$ cat config.mk
export PLATFORM = sky130hd
export DESIGN_NAME = atdr_scale
export DESIGN_NICKNAME = d
export VERILOG_FILES = /design/src/sv/atdr_pkg.sv /design/src/sv/atdr_scale.sv
export SDC_FILE = /design/constraint.sdc
export NUM_CORES = 1
export LEC_CHECK = 0
export BUFFER_PORTS_ARGS = -buffer_cell sky130_fd_sc_hd__buf_2
export CORE_MARGIN = 1.5
export CORE_UTILIZATION = 57
export CTS_BUF_LIST = sky130_fd_sc_hd__clkbuf_16
export DETAILED_ROUTE_END_ITERATION = 10
export PLACE_DENSITY = 0.8
export SLEW_MARGIN = 20
export SYNTH_ARGS = -nofsm -noshare
export SYNTH_HDL_FRONTEND = slang
export SYNTH_SLANG_ARGS = --single-unit
$ cat constraint.sdc
create_clock -name clk -period 7.25 [get_ports clk]
set_input_delay 0.3625 -clock clk [delete_from_list [all_inputs] [get_ports clk]]
set_output_delay 0.3625 -clock clk [all_outputs]
set_load 0.01 [all_outputs]
$ cat src/sv/atdr_pkg.sv
// ---------------------------------------------------------------------------
// atdr_pkg
// Shared widths, constants, beat type and angle table for the CORDIC
// arctangent unit.
// ---------------------------------------------------------------------------
package atdr_pkg;

  // Number format and CORDIC depth
  localparam int ITERATIONS = 20;
  localparam int FRAC_BITS  = 16;
  localparam int GUARD_BITS = 28;

  // Datapath widths
  localparam int IN_W   = 32;
  localparam int OUT_W  = 24;
  localparam int XW     = 64;
  localparam int ZW     = 34;
  localparam int STEP_W = 5;
  localparam int DEGW   = 31;
  localparam int PW     = ZW + DEGW;

  // Rounding shifts for the two units
  localparam int DEG_SH = 54 - FRAC_BITS;
  localparam int RAD_SH = 30 - FRAC_BITS;

  // 180/pi in Q8.24
  localparam logic signed [DEGW-1:0] DEG_PER_RAD = DEGW'(961263669);

  // Start value of x: one in the guarded format
  localparam logic signed [XW-1:0] X_INIT = XW'(1) <<< (FRAC_BITS + GUARD_BITS);

  // Result range
  localparam logic signed [PW-1:0] SAT_HI = PW'(8388607);
  localparam logic signed [PW-1:0] SAT_LO = -PW'(8388608);

  // Result unit codes
  localparam logic UNIT_RAD = 1'b0;
  localparam logic UNIT_DEG = 1'b1;

  // atan(2^-i) in Q2.30 for the steps with no power-of-two form
  localparam logic [29:0] ATAN_LOW [10] = '{
    30'd843314856, 30'd497837829, 30'd263043836, 30'd133525158, 30'd67021686,
    30'd33543515,  30'd16775850,  30'd8388437,   30'd4194282,   30'd2097149
  };

  // One beat travelling down the cell row
  typedef struct packed {
    logic                 vld;
    logic signed [XW-1:0] x;
    logic signed [XW-1:0] y;
    logic signed [ZW-1:0] z;
  } atdr_beat_t;

  // Angle step for CORDIC step i, Q2.30
  function automatic logic signed [ZW-1:0] atan_entry(input logic [STEP_W-1:0] i);
    logic signed [ZW-1:0] res;
    if (i < STEP_W'(10)) begin
      res = ZW'(ATAN_LOW[i[3:0]]);
    end else if (i <= STEP_W'(30)) begin
      res = ZW'(64'd1 << (STEP_W'(30) - i));
    end else begin
      res = '0;
    end
    return res;
  endfunction

endpackage

$ cat src/sv/atdr_scale.sv
// ---------------------------------------------------------------------------
// atdr_scale
// Unit conversion of the Q2.30 radian angle: multiply by 180/pi or pass,
// then round, saturate and hold in the output register.
// ---------------------------------------------------------------------------
module atdr_scale
  import atdr_pkg::*;
(
  input  logic                    clk,
  input  logic                    rst_n,
  input  logic                    unit_deg,
  input  atdr_beat_t              up,
  output logic                    up_rdy,
  output logic                    out_vld,
  input  logic                    out_rdy,
  output logic signed [OUT_W-1:0] angle
);

  localparam logic signed [PW-1:0] DEG_HALF = PW'(1) <<< (DEG_SH - 1);
  localparam logic signed [ZW-1:0] RAD_HALF = ZW'(1) <<< (RAD_SH - 1);

  logic                    vld_a_r;
  logic                    deg_a_r;
  logic signed [PW-1:0]    prod_a_r;
  logic signed [ZW-1:0]    z_a_r;
  logic signed [PW-1:0]    prod_nxt;
  logic                    rdy_a;
  logic                    rdy_b;
  logic signed [PW-1:0]    deg_sum;
  logic signed [ZW-1:0]    rad_sum;
  logic signed [PW-1:0]    res;
  logic signed [OUT_W-1:0] angle_nxt;
  logic                    out_vld_r;
  logic signed [OUT_W-1:0] angle_r;

  assign rdy_b  = !out_vld_r || out_rdy;
  assign rdy_a  = !vld_a_r || rdy_b;
  assign up_rdy = rdy_a;

  // Multiply by 180/pi
  assign prod_nxt = up.z * DEG_PER_RAD;

  always_ff @(posedge clk) begin
    if (!rst_n) begin
      vld_a_r <= 1'b0;
    end else if (rdy_a) begin
      vld_a_r <= up.vld;
    end
  end

  always_ff @(posedge clk) begin
    if (rdy_a && up.vld) begin
      prod_a_r <= prod_nxt;
      z_a_r    <= up.z;
      deg_a_r  <= unit_deg;
    end
  end

  // Round half up, then clamp to the result range
  always_comb begin
    deg_sum = prod_a_r + DEG_HALF;
    rad_sum = z_a_r + RAD_HALF;
    if (deg_a_r == UNIT_DEG) begin
      res = deg_sum >>> DEG_SH;
    end else begin
      res = PW'(rad_sum >>> RAD_SH);
    end
    if (res > SAT_HI) begin
      angle_nxt = SAT_HI[OUT_W-1:0];
    end else if (res < SAT_LO) begin
      angle_nxt = SAT_LO[OUT_W-1:0];
    end else begin
      angle_nxt = res[OUT_W-1:0];
    end
  end

  // Output register
  always_ff @(posedge clk) begin
    if (!rst_n) begin
      out_vld_r <= 1'b0;
    end else if (rdy_b) begin
      out_vld_r <= vld_a_r;
    end
  end

  always_ff @(posedge clk) begin
    if (rdy_b && vld_a_r) begin
      angle_r <= angle_nxt;
    end
  end

  assign out_vld = out_vld_r;
  assign angle   = angle_r;

`ifndef SYNTH
  // With sixteen fraction bits the angle never leaves +/-90 degrees
  a_angle_range : assert property (@(posedge clk) disable iff (!rst_n)
    out_vld_r |-> (angle_r <= OUT_W'(5898240)) && (angle_r >= -OUT_W'(5898240)))
    else $error("atdr_scale: angle out of range");

  // A multiplied beat moves into a free output register
  a_a_to_out : assert property (@(posedge clk) disable iff (!rst_n)
    vld_a_r && rdy_b |=> out_vld_r)
    else $error("atdr_scale: beat lost before output");

  // A waiting result holds
  a_out_holds : assert property (@(posedge clk) disable iff (!rst_n)
    out_vld_r && !out_rdy |=> out_vld_r && $stable(angle_r))
    else $error("atdr_scale: waiting result changed");
`endif

endmodule

==> results of run 1 <==
worst max-delay path, cell delays in order:
cell and delay, ns:
sky130_fd_sc_hd__buf_2 0.14, sky130_fd_sc_hd__buf_4 0.20, sky130_fd_sc_hd__ha_1 0.34, sky130_fd_sc_hd__ha_1 0.30
sky130_fd_sc_hd__inv_1 0.07, sky130_fd_sc_hd__buf_4 0.14, sky130_fd_sc_hd__fa_1 0.52, sky130_fd_sc_hd__inv_1 0.05
sky130_fd_sc_hd__fa_1 0.50, sky130_fd_sc_hd__fa_1 0.54, sky130_fd_sc_hd__fa_1 0.45, sky130_fd_sc_hd__fa_1 0.55
sky130_fd_sc_hd__inv_1 0.05, sky130_fd_sc_hd__fa_1 0.57, sky130_fd_sc_hd__inv_1 0.08, sky130_fd_sc_hd__ha_1 0.33
sky130_fd_sc_hd__a21oi_1 0.19, sky130_fd_sc_hd__o21ai_0 0.15, sky130_fd_sc_hd__a41oi_1 0.23, sky130_fd_sc_hd__o21ai_1 0.11
sky130_fd_sc_hd__buf_4 0.15, sky130_fd_sc_hd__o2bb2ai_1 0.13, sky130_fd_sc_hd__a31o_4 0.25, sky130_fd_sc_hd__o2111a_1 0.25
sky130_fd_sc_hd__or3_1 0.36, sky130_fd_sc_hd__xor2_1 0.15
per-layer routing:
| metal | wire, um | global-route usage | up-vias | part of all wire |
|---|---|---|---|---|
| met5 | 13 | 0 | - | 0.00020 |
| met4 | 1200 | 0.05961 | 2 | 0.018 |
| met3 | 8291 | 0.1273 | 92 | 0.12 |
| met2 | 29500 | 0.5326 | 695 | 0.44 |
| met1 | 27620 | 0.4706 | 8356 | 0.41 |
| li1 | - | - | 7522 | - |
stage by stage:
stage,hold slack [ns],TNS [ns]
4_1_cts,0.2015,0
2_1_floorplan,0.4614,0
6_report,0.2044,0
3_3_place_gp,0.4857,-6.203
5_1_grt,0.2010,-0.1175
3_5_place_dp,0.5057,-7.893
worst paths after layout:
path                                    from           end  slack, ns  cells after the start
worst min register to register       vld_a_r       out_vld       0.53                      1
worst max-delay path                  up[22]  prod_a_r[56]       0.13                     26
worst min-delay path                unit_deg       deg_a_r       0.20                      1
worst max register to register  prod_a_r[39]      angle[2]       4.05                      7
sequential cells by signal, summed over array words and instances, names as in the netlist:
signal    flops
angle        24
deg_a_r       1
out_vld       1
prod_a_r     28
vld_a_r       1
z_a_r        21
area by class of cell:
type / instances / area [sq um] / area share
Clock inverter: 7 / 75.07 / 0.002854
Tap cell: 518 / 648.1 / 0.02464
Timing Repair Buffer: 377 / 2695 / 0.1025
Antenna cell: 2 / 5.005 / 0.0001903
Clock buffer: 9 / 225.2 / 0.008562
Inverter: 676 / 2537 / 0.09647
Sequential cell: 76 / 2262 / 0.08601
Multi-Input combinational cell: 1420 / 17850 / 0.6788
cell usage in the layout, fill, tap and decap left out, drive strengths merged, types with 13 or more instances in the layout:
cell type and instances:
xor2 60, or2 16, nand2 67, a21o 31
nand3 26, o22ai 13, ha 358, edfxtp 74
and2 26, buf 374, and3 16, inv 679
nor2 46, xnor2 58, o21ai 33, fa 453
a21oi 80
repair_timing:
item,4_1_cts,5_1_grt
setup endpoints to repair,13,22
pin swaps,5,49
gates resized for setup,13,78
setup buffers,5,3
cell families after synthesis:
group | synth area share
adder cells (fa/ha/maj) | 0.6085
buffers and inverters | 0.1164
AND/OR/NAND/NOR | 0.05696
AO/OA/AOI/OAI | 0.06577
XOR/XNOR | 0.04635
flip-flops | 0.1015
multiplexers | 0.004546
==> metrics.txt, run 1 <==
Yosys cell types=70; maximum net fanout on the critical path=6; Post-Place Cells=3059; full die area=40310 sq um; nets in the synthesized netlist=3165; Post-route DRC=0; final antenna-violating net count=0; Final WS setup=0.1331 ns; count of H-tree levels built during CTS=3; share of the synthesized area in the top cell type=0.4067; slew at the pin closest to its max-slew limit=0.9704 ns; Clock Root Buffer=sky130_fd_sc_hd__clkbuf_16; Starting DRT DRC Count=1248; boundary pin count=193; max_cap viols=0; top achievable clock speed=140.5 MHz; FF+latch count, synth=76; leading post-synthesis cells by cell area=sky130_fd_sc_hd__fa_1, sky130_fd_sc_hd__ha_1, sky130_fd_sc_hd__inv_1; largest buffer count on any clock path=2; GR Util All Layers=0.3438; vertical extent of the die=200.8 um; Commonest cells post-synth=sky130_fd_sc_hd__inv_1, sky130_fd_sc_hd__fa_1, sky130_fd_sc_hd__ha_1; average detailed-routed wire length per instance=21.60 um; post-detailed-routing wire length=66630 um; global placement routability congestion=1.018; clock network latency to the later pin of the worst-skew pair=0.34 ns; Main synth FF type=sky130_fd_sc_hd__edfxtp_1; initial standard-cell utilization of the core=0.5769; final number of setup-violating endpoints=0; type of the worst min-delay path=input pin to flop; count of vias placed by the detailed router=16670; worst setup slack after placement=-0.6574 ns; number of hold-slack violations in the final timing report=0; dominant cell by count in the synthesized netlist=sky130_fd_sc_hd__inv_1; cell area after layout=26300 sq um; synthesized cell area=22300 sq um; number of CTS-inserted buffers=9; GRT overflow=0; post-synthesis async set-or-reset flop share=0; largest net degree at the start of global routing=51; Port-buffer cells=64; gate count of the mapped netlist=2187; share of synthesized area occupied by flip-flops and latches=0.1015; TritonCTS clock tree=yes; worst setup path category=input pin to flop; cts hold-fix bufs=0; Final HPWL DP=60070 um; part of the cycle the worst path needs=0.9816; initial antenna violation count=4; number of fill cells=2888; Worst EP required=7.34 ns; number of rows created at floorplan=72; Final #Nets=3538; Area Growth Syn to Fin=17.97%; setup repair after global routing missed its margin=true; number of sinks handled by clock tree synthesis=76; data arrival time of the critical path=7.21 ns; final cell utilization of the core=0.6806; wire length of the first global-routing pass=102500 um; number of global-route vias before repair=18270; Die Span X=200.8 um; cell type contributing the most total cell area after synthesis=sky130_fd_sc_hd__fa_1; Post-Place Cell Area=25500 sq um; average size of a mapped cell=10.19 sq um; share of post-route cells with drive strength above 1=0.1883; synthesis warning total=0; maximum clock skew at final layout=0.005585 ns; critical path startpoint category=input pin; filler-free cell count of the finished design=3085; worst slew slack as a fraction of its limit=0.3502; status=finished clean; count of flip-flops with a built-in enable after synthesis=74; CTS clock-pin slew for the worst setup and hold paths=0.06 ns; Pre-antenna DRT Iters=5; via/cell ratio=5.403; minimum period implied by the final worst setup slack=7.117 ns; total core area=38650 sq um; Crit. End Element=flop; number of max-slew violations in the final report=0
Power of run 1 is left out: the tool's default activity adds up to more than one toggle a clock period on the data nets, which glitch-free logic cannot reach.
==> inputs of run 2 (changes only) <==
--- a/config.mk
+++ b/config.mk
@@ -6,11 +6,13 @@
 export NUM_CORES = 1
 export LEC_CHECK = 0
 export BUFFER_PORTS_ARGS = -buffer_cell sky130_fd_sc_hd__buf_2
+export CELL_PAD_IN_SITES_DETAIL_PLACEMENT = 1
+export CELL_PAD_IN_SITES_GLOBAL_PLACEMENT = 1
 export CORE_MARGIN = 1.5
-export CORE_UTILIZATION = 57
+export CORE_UTILIZATION = 45
 export CTS_BUF_LIST = sky130_fd_sc_hd__clkbuf_16
 export DETAILED_ROUTE_END_ITERATION = 10
-export PLACE_DENSITY = 0.8
+export PLACE_DENSITY_LB_ADDON = 0.1
 export SLEW_MARGIN = 20
 export SYNTH_ARGS = -nofsm -noshare
 export SYNTH_HDL_FRONTEND = slang
==> run 2 against run 1 <==
Against the previous run: via count is 1.6% lower; first-iteration DRC count is 37% lower; die area is 26% higher; routed wire length is 11% higher; count of clock-buffer cells in the layout stayed put; sequential share of layout area hardly changed; non-clock buffer count is 6 lower; global-route usage is 3.9 points lower; sequential cell count stayed put; critical endpoint is now prod_a_r[61]; highest routed layer unchanged.
==> metrics.txt, run 2 (synthesized netlist as in run 1, its figures left out) <==
Post-Place Cells=3206 (was 3059); Pre-antenna DRT Iters=5 (unchanged); Sequential cell area=2262 sq um (unchanged); data arrival time of the critical path=7.19 ns (was 7.21 ns); register ranked first by flip-flop count=prod_a_r (unchanged); n_diodes=0 (was 2); CTS clock-pin slew for the worst setup and hold paths=0.06 ns (about the same); worst slew slack as a fraction of its limit=0.2566 (was 0.3502); cell area after layout=26350 sq um (was 26300 sq um); Clock Root Buffer=sky130_fd_sc_hd__clkbuf_16 (unchanged); initial standard-cell utilization of the core=0.4555 (was 0.5769); final number of setup-violating endpoints=0 (unchanged); Die Span X=225.6 um (was 200.8 um); type of the worst min-delay path=input pin to flop (unchanged); final antenna-violating net count=0 (unchanged); maximum net fanout on the critical path=5 (was 6); count of H-tree levels built during CTS=3 (unchanged); critical-path cell with the highest stage delay=sky130_fd_sc_hd__fa_2 (was sky130_fd_sc_hd__fa_1); max_cap viols=0 (unchanged); Hold Slack=0.1982 ns (was 0.2044 ns); flip-flop count of the largest register after layout=28 (unchanged); family of cells with the greatest summed delay on the critical path=adder cells (unchanged); GRT overflow=0 (unchanged); vertical extent of the die=225.6 um (was 200.8 um); maximum clock skew at final layout=0.007360 ns (was 0.005585 ns); Starting DRT DRC Count=783 (was 1248); top achievable clock speed=140.7 MHz (was 140.5 MHz); largest net degree at the start of global routing=53 (was 51); CP peak stage delay=0.60 ns (was 0.57 ns); wire length of the first global-routing pass=111800 um (was 102500 um); number of rows created at floorplan=81 (was 72); average detailed-routed wire length per instance=23.02 um (was 21.60 um); Crit. End Element=flop (unchanged); Final HPWL DP=68840 um (was 60070 um); full die area=50890 sq um (was 40310 sq um); Post-route DRC=0 (unchanged); via/cell ratio=5.088 (was 5.403); initial antenna violation count=2 (was 4); number of hold-slack violations in the final timing report=0 (unchanged); Port-buffer cells=64 (unchanged); status=finished clean (unchanged); critical path startpoint category=input pin (unchanged); boundary pin count=193 (unchanged); leading cell type in the layout, fill and taps excluded=sky130_fd_sc_hd__inv_1 (unchanged); count of vias placed by the detailed router=16400 (was 16670); critical path's most frequent cell=sky130_fd_sc_hd__fa_1 (unchanged); share of post-route cells with drive strength above 1=0.1837 (was 0.1883); global placement routability congestion=0.9871 (was 1.018); Post-Place Cell Area=25690 sq um (was 25500 sq um); slew at the pin closest to its max-slew limit=1.110 ns (was 0.9704 ns); filler-free cell count of the finished design=3223 (was 3085); total core area=48950 sq um (was 38650 sq um); number of CTS-inserted buffers=9 (unchanged); part of the cycle the worst path needs=0.9805 (was 0.9816); worst setup path category=input pin to flop (unchanged); Final #Nets=3532 (was 3538); most frequent cells in the layout=sky130_fd_sc_hd__inv_1, sky130_fd_sc_hd__fa_1, sky130_fd_sc_hd__ha_1 (unchanged); post-detailed-routing wire length=74180 um (was 66630 um); number of global-route vias before repair=18540 (was 18270); number of max-slew violations in the final report=0 (unchanged); number of sinks handled by clock tree synthesis=76 (unchanged); largest buffer count on any clock path=2 (unchanged); critical path buffer and inverter count=7 (was 8); TritonCTS clock tree=yes (unchanged); Worst EP required=7.34 ns (about the same); cts hold-fix bufs=0 (unchanged); GR Util All Layers=0.3050 (was 0.3438); Area Growth Syn to Fin=18.17% (was 17.97%); clock network latency to the later pin of the worst-skew pair=0.34 ns (about the same); multi-input logic area=17790 sq um (was 17850 sq um); number of fill cells=5552 (was 2888); minimum period implied by the final worst setup slack=7.108 ns (was 7.117 ns)
-- run 2: layout make-up --
type,instances,area share
clock buffer,9,0.008548
clock inverter,7,0.002184
inverter,676,0.09631
multi-input combinational,1420,0.6753
sequential,76,0.08586
tap,664,0.03153
timing repair buffer,371,0.1002
-- run 2: worst paths after layout --
check / startpoint / depth (start not counted) / slack, ns / end
worst max register to register: prod_a_r[37] / 9 / 4.21 / angle[15]
worst min-delay path: unit_deg / 1 / 0.20 / deg_a_r
worst min register to register: vld_a_r / 1 / 0.53 / out_vld
worst max-delay path: up[21] / 25 / 0.14 / prod_a_r[61]
-- run 2: what timing repair did --
item | 4_1_cts | 5_1_grt
gates cloned | 0 | 0
endpoints found under the setup margin | 12 | 20
resized for setup | 11 | 69
setup buffers | 0 | 1
pin swaps | 0 | 30
-- run 2: worst reg2reg max path, cell delays in order, from the launching register on --
cell,delay [ns]
sky130_fd_sc_hd__edfxtp_1,0.41
sky130_fd_sc_hd__ha_1,0.25
sky130_fd_sc_hd__and2_1,0.15
sky130_fd_sc_hd__and4_1,0.38
sky130_fd_sc_hd__nand4_1,0.20
sky130_fd_sc_hd__xnor2_1,0.18
sky130_fd_sc_hd__or4_1,0.50
sky130_fd_sc_hd__and3_1,0.33
sky130_fd_sc_hd__a21oi_1,0.23
sky130_fd_sc_hd__o22ai_1,0.10
-- run 2: metal layers --
| metal | wire [um] | up-vias | GRT usage |
|---|---|---|---|
| li1 | - | 7490 | - |
| met1 | 35200 | 8436 | 0.4459 |
| met2 | 32240 | 387 | 0.4696 |
| met3 | 4895 | 84 | 0.05790 |
| met4 | 1831 | 2 | 0.06711 |
| met5 | 13 | - | 0 |
-- run 2: per-stage QoR --
| stage | setup slack [ns] | setup TNS (ns) | utilization |
|---|---|---|---|
| 3_3_place_gp | -0.4082 | -5.836 | 0.5248 |
| 3_5_place_dp | -0.4983 | -7.722 | 0.5248 |
| 4_1_cts | 0.01593 | 0 | 0.5313 |
| 5_1_grt | -0.03844 | -0.1048 | 0.5383 |
| 2_1_floorplan | 0.1588 | 0 | - |
| 6_report | 0.1417 | 0 | 0.5383 |
Power of run 2 is left out for the same reason.
==> inputs of run 3 (changes only) <==
--- a/config.mk
+++ b/config.mk
@@ -5,11 +5,12 @@
 export SDC_FILE = /design/constraint.sdc
 export NUM_CORES = 1
 export LEC_CHECK = 0
+export ABC_AREA = 1
 export BUFFER_PORTS_ARGS = -buffer_cell sky130_fd_sc_hd__buf_2
 export CELL_PAD_IN_SITES_DETAIL_PLACEMENT = 1
 export CELL_PAD_IN_SITES_GLOBAL_PLACEMENT = 1
 export CORE_MARGIN = 1.5
-export CORE_UTILIZATION = 45
+export CORE_UTILIZATION = 52
 export CTS_BUF_LIST = sky130_fd_sc_hd__clkbuf_16
 export DETAILED_ROUTE_END_ITERATION = 10
 export PLACE_DENSITY_LB_ADDON = 0.1
==> constraint.sdc (replaced) <==
create_clock -name clk -period 9.1 [get_ports clk]
set_input_delay 0.455 -clock clk [delete_from_list [all_inputs] [get_ports clk]]
set_output_delay 0.455 -clock clk [all_outputs]
set_load 0.01 [all_outputs]
==> run 3 against run 2 <==
Against the previous run: sequential cell count is the same; utilization grew 1.9 points; global-route usage grew 6.8 points; routed wire length grew 16%; critical path depth grew 3; setup slack gained 1.3 ns; non-clock buffer count shrank 301; clock skew grew 0.0018 ns; critical path type unchanged; critical endpoint is now prod_a_r[64]; largest cell class unchanged.
==> metrics.txt, run 3 <==
status=finished clean (unchanged); Yosys cell types=45 (was 70); GR Util All Layers=0.3734 (was 0.3050); initial standard-cell utilization of the core=0.5273 (was 0.4555); via/cell ratio=5.491 (was 5.088); setup repair after global routing missed its margin=false; number of CTS-inserted buffers=9 (unchanged); synthesis warning total=0 (unchanged); vertical extent of the die=220.3 um (was 225.6 um); reg-to-reg slack, setup=6.32 ns (was 4.21 ns); average detailed-routed wire length per instance=24.23 um (was 23.02 um); end point of the most critical hold path=deg_a_r (unchanged); largest net degree at the start of global routing=51 (was 53); wire length of the first global-routing pass=130000 um (was 111800 um); Pre-antenna DRT Iters=5 (unchanged); number of global-route vias before repair=21860 (was 18540); Main synth FF type=sky130_fd_sc_hd__edfxtp_1 (unchanged); dominant cell by count in the synthesized netlist=sky130_fd_sc_hd__inv_1 (unchanged); final number of setup-violating endpoints=0 (unchanged); max_cap viols=0 (unchanged); minimum period implied by the final worst setup slack=7.682 ns; average size of a mapped cell=8.539 sq um (was 10.19 sq um); global placement routability congestion=1.018 (was 0.9871); nets in the synthesized netlist=3853 (was 3165); post-detailed-routing wire length=86110 um (was 74180 um); r2r worst-path depth=13 (was 9); cell type contributing the most total cell area after synthesis=sky130_fd_sc_hd__fa_1 (unchanged); multi-input logic area=18980 sq um (was 17790 sq um); count of vias placed by the detailed router=19510 (was 16400); buffers inserted by post-CTS timing repair=0 (unchanged); cell area after layout=25920 sq um (was 26350 sq um); post-CTS resize count=0 (was 11); CP peak stage delay=0.73 ns (was 0.60 ns); slew at the pin closest to its max-slew limit=0.8734 ns (was 1.110 ns); full die area=48520 sq um (was 50890 sq um); GRT overflow=0 (unchanged); gate count of the mapped netlist=2875 (was 2187); cts hold-fix bufs=0 (unchanged); Final WS setup=1.418 ns (was 0.1417 ns); boundary pin count=193 (unchanged); worst setup path category=input pin to flop (unchanged); total core area=46560 sq um (was 48950 sq um); Final HPWL DP=78350 um (was 68840 um); worst slew slack as a fraction of its limit=0.4170 (was 0.2566); source of the worst register-to-register timing path=z_a_r[13] (was prod_a_r[37]); worst setup slack after placement=1.167 ns (was -0.4983 ns); Area Growth Syn to Fin=5.586% (was 18.17%); FF+latch count, synth=76 (unchanged); leading post-synthesis cells by cell area=sky130_fd_sc_hd__fa_1, sky130_fd_sc_hd__ha_1, sky130_fd_sc_hd__inv_1 (unchanged); part of the cycle the worst path needs=0.8442; type of the worst min-delay path=input pin to flop (unchanged); final antenna-violating net count=0 (unchanged); TritonCTS clock tree=yes (unchanged); number of stages on the worst hold path=1 (unchanged); number of hold-slack violations in the final timing report=0 (unchanged); initial antenna violation count=4 (was 2); Port-buffer cells=64 (unchanged); post-synthesis async set-or-reset flop share=0 (unchanged); share of post-route cells with drive strength above 1=0.04243 (was 0.1837); flip-flop count of the largest register after layout=28 (unchanged); critical-path cell with the highest stage delay=sky130_fd_sc_hd__fa_1 (was sky130_fd_sc_hd__fa_2); number of fill cells=5658 (was 5552); share of synthesized area occupied by flip-flops and latches=0.09215 (was 0.1015); number of rows created at floorplan=79 (was 81); Clock Root Buffer=sky130_fd_sc_hd__clkbuf_16 (unchanged); count of H-tree levels built during CTS=3 (unchanged); Final #Nets=3919 (was 3532); maximum net fanout on the critical path=8 (was 5); number of sinks handled by clock tree synthesis=76 (unchanged); critical path startpoint category=input pin (unchanged); Die Span X=220.3 um (was 225.6 um); leading cell type in the layout, fill and taps excluded=sky130_fd_sc_hd__inv_1 (unchanged); maximum clock skew at final layout=0.009148 ns (was 0.007360 ns); Crit. End Element=flop (unchanged); largest buffer count on any clock path=2 (unchanged); launch instance of the worst min-delay path=unit_deg (unchanged); register ranked first by flip-flop count=prod_a_r (unchanged); top achievable clock speed=130.2 MHz; most frequent cells in the layout=sky130_fd_sc_hd__inv_1, sky130_fd_sc_hd__fa_1, sky130_fd_sc_hd__nand2_1 (was sky130_fd_sc_hd__inv_1, sky130_fd_sc_hd__fa_1, sky130_fd_sc_hd__ha_1); data arrival time of the critical path=7.79 ns (was 7.19 ns); CTS clock-pin slew for the worst setup and hold paths=0.07 ns (was 0.06 ns); Worst EP required=9.20 ns (was 7.34 ns); aggregate negative setup slack=0 ns (unchanged); number of max-slew violations in the final report=0 (unchanged); Commonest cells post-synth=sky130_fd_sc_hd__inv_1, sky130_fd_sc_hd__fa_1, sky130_fd_sc_hd__nand2_1 (was sky130_fd_sc_hd__inv_1, sky130_fd_sc_hd__fa_1, sky130_fd_sc_hd__ha_1); synthesized cell area=24550 sq um (was 22300 sq um); count of flip-flops with a built-in enable after synthesis=74 (unchanged); Critical R2R Capture=angle[9] (was angle[15]); clock network latency to the later pin of the worst-skew pair=0.36 ns (was 0.34 ns); Post-Place Cell Area=25590 sq um (was 25690 sq um); critical path's most frequent cell=sky130_fd_sc_hd__inv_1 (was sky130_fd_sc_hd__fa_1); share of the synthesized area in the top cell type=0.3694 (was 0.4067); Post-route DRC=0 (unchanged); Sequential cell area=2262 sq um (unchanged); Starting DRT DRC Count=1144 (was 783)
## run 3: changes by cell type in the layout (fill, tap and decap cells not counted), sizes merged, moves of 37 or more
| cell | previous run | this run |
|---|---|---|
| nand2 | 67 | 439 |
| buf | 367 | 70 |
| inv | 679 | 861 |
| nor2 | 46 | 163 |
| nand3 | 26 | 102 |
| o21ai | 33 | 70 |
## run 3: critical path, delay by kind of cell
kind | cells | cell delay [ns]
XOR/XNOR | 1 | 0.38
buffers and inverters | 8 | 0.89
AND/OR/NAND/NOR | 10 | 1.71
adder cells (fa/ha/maj) | 9 | 4.35
## run 3: logic make-up after synthesis
| kind of cell | Yosys count | synth area share |
|---|---|---|
| fa+ha+maj | 812 | 0.5523 |
| xor+xnor | 84 | 0.02997 |
| simple gates | 790 | 0.1356 |
| compound gates | 237 | 0.05413 |
| buf+inv | 874 | 0.1351 |
| flops | 76 | 0.09215 |
| mux | 2 | 0.0008155 |
## run 3: per-layer routing
layer / wire length, um / global-route usage / part of all wire
met5: 0 / 0 / 0
met4: 3780 / 0.1440 / 0.044
met3: 6685 / 0.08192 / 0.078
met2: 40200 / 0.6137 / 0.47
met1: 35440 / 0.4815 / 0.41
## run 3: area by class of cell
| cell class | instances | area share |
|---|---|---|
| repair buffers | 70 | 0.01409 |
| well taps | 607 | 0.02930 |
| multi-input cells | 1925 | 0.7321 |
| diodes | 1 | 0.00009654 |
| flip-flops and latches | 76 | 0.08727 |
| clock buffers | 9 | 0.008689 |
| clock inverters | 7 | 0.004055 |
| inverters | 859 | 0.1244 |
## run 3: worst max-delay path by stage
stage            from           end  slack, ns  cells after the start
2_1_floorplan  up[33]  prod_a_r[59]       2.20                     21
3_3_place_gp   up[11]  prod_a_r[64]       1.32                     28
3_5_place_dp    up[7]  prod_a_r[64]       1.17                     28
4_1_cts         up[7]  prod_a_r[64]       1.48                     28
5_1_grt         up[9]  prod_a_r[64]       1.08                     28
6_report        up[7]  prod_a_r[64]       1.42                     28
## run 3: through the flow
step	utilization	std cells	hold slack [ns]
floorplan	-	2875	0.4473
CTS	0.5567	3553	0.2595
finish	0.5568	3554	0.2625
global route	0.5567	3553	0.2700
detailed placement	0.5496	3537	0.4883
global placement	0.5496	3537	0.4730
Power of run 3 is left out for the same reason.
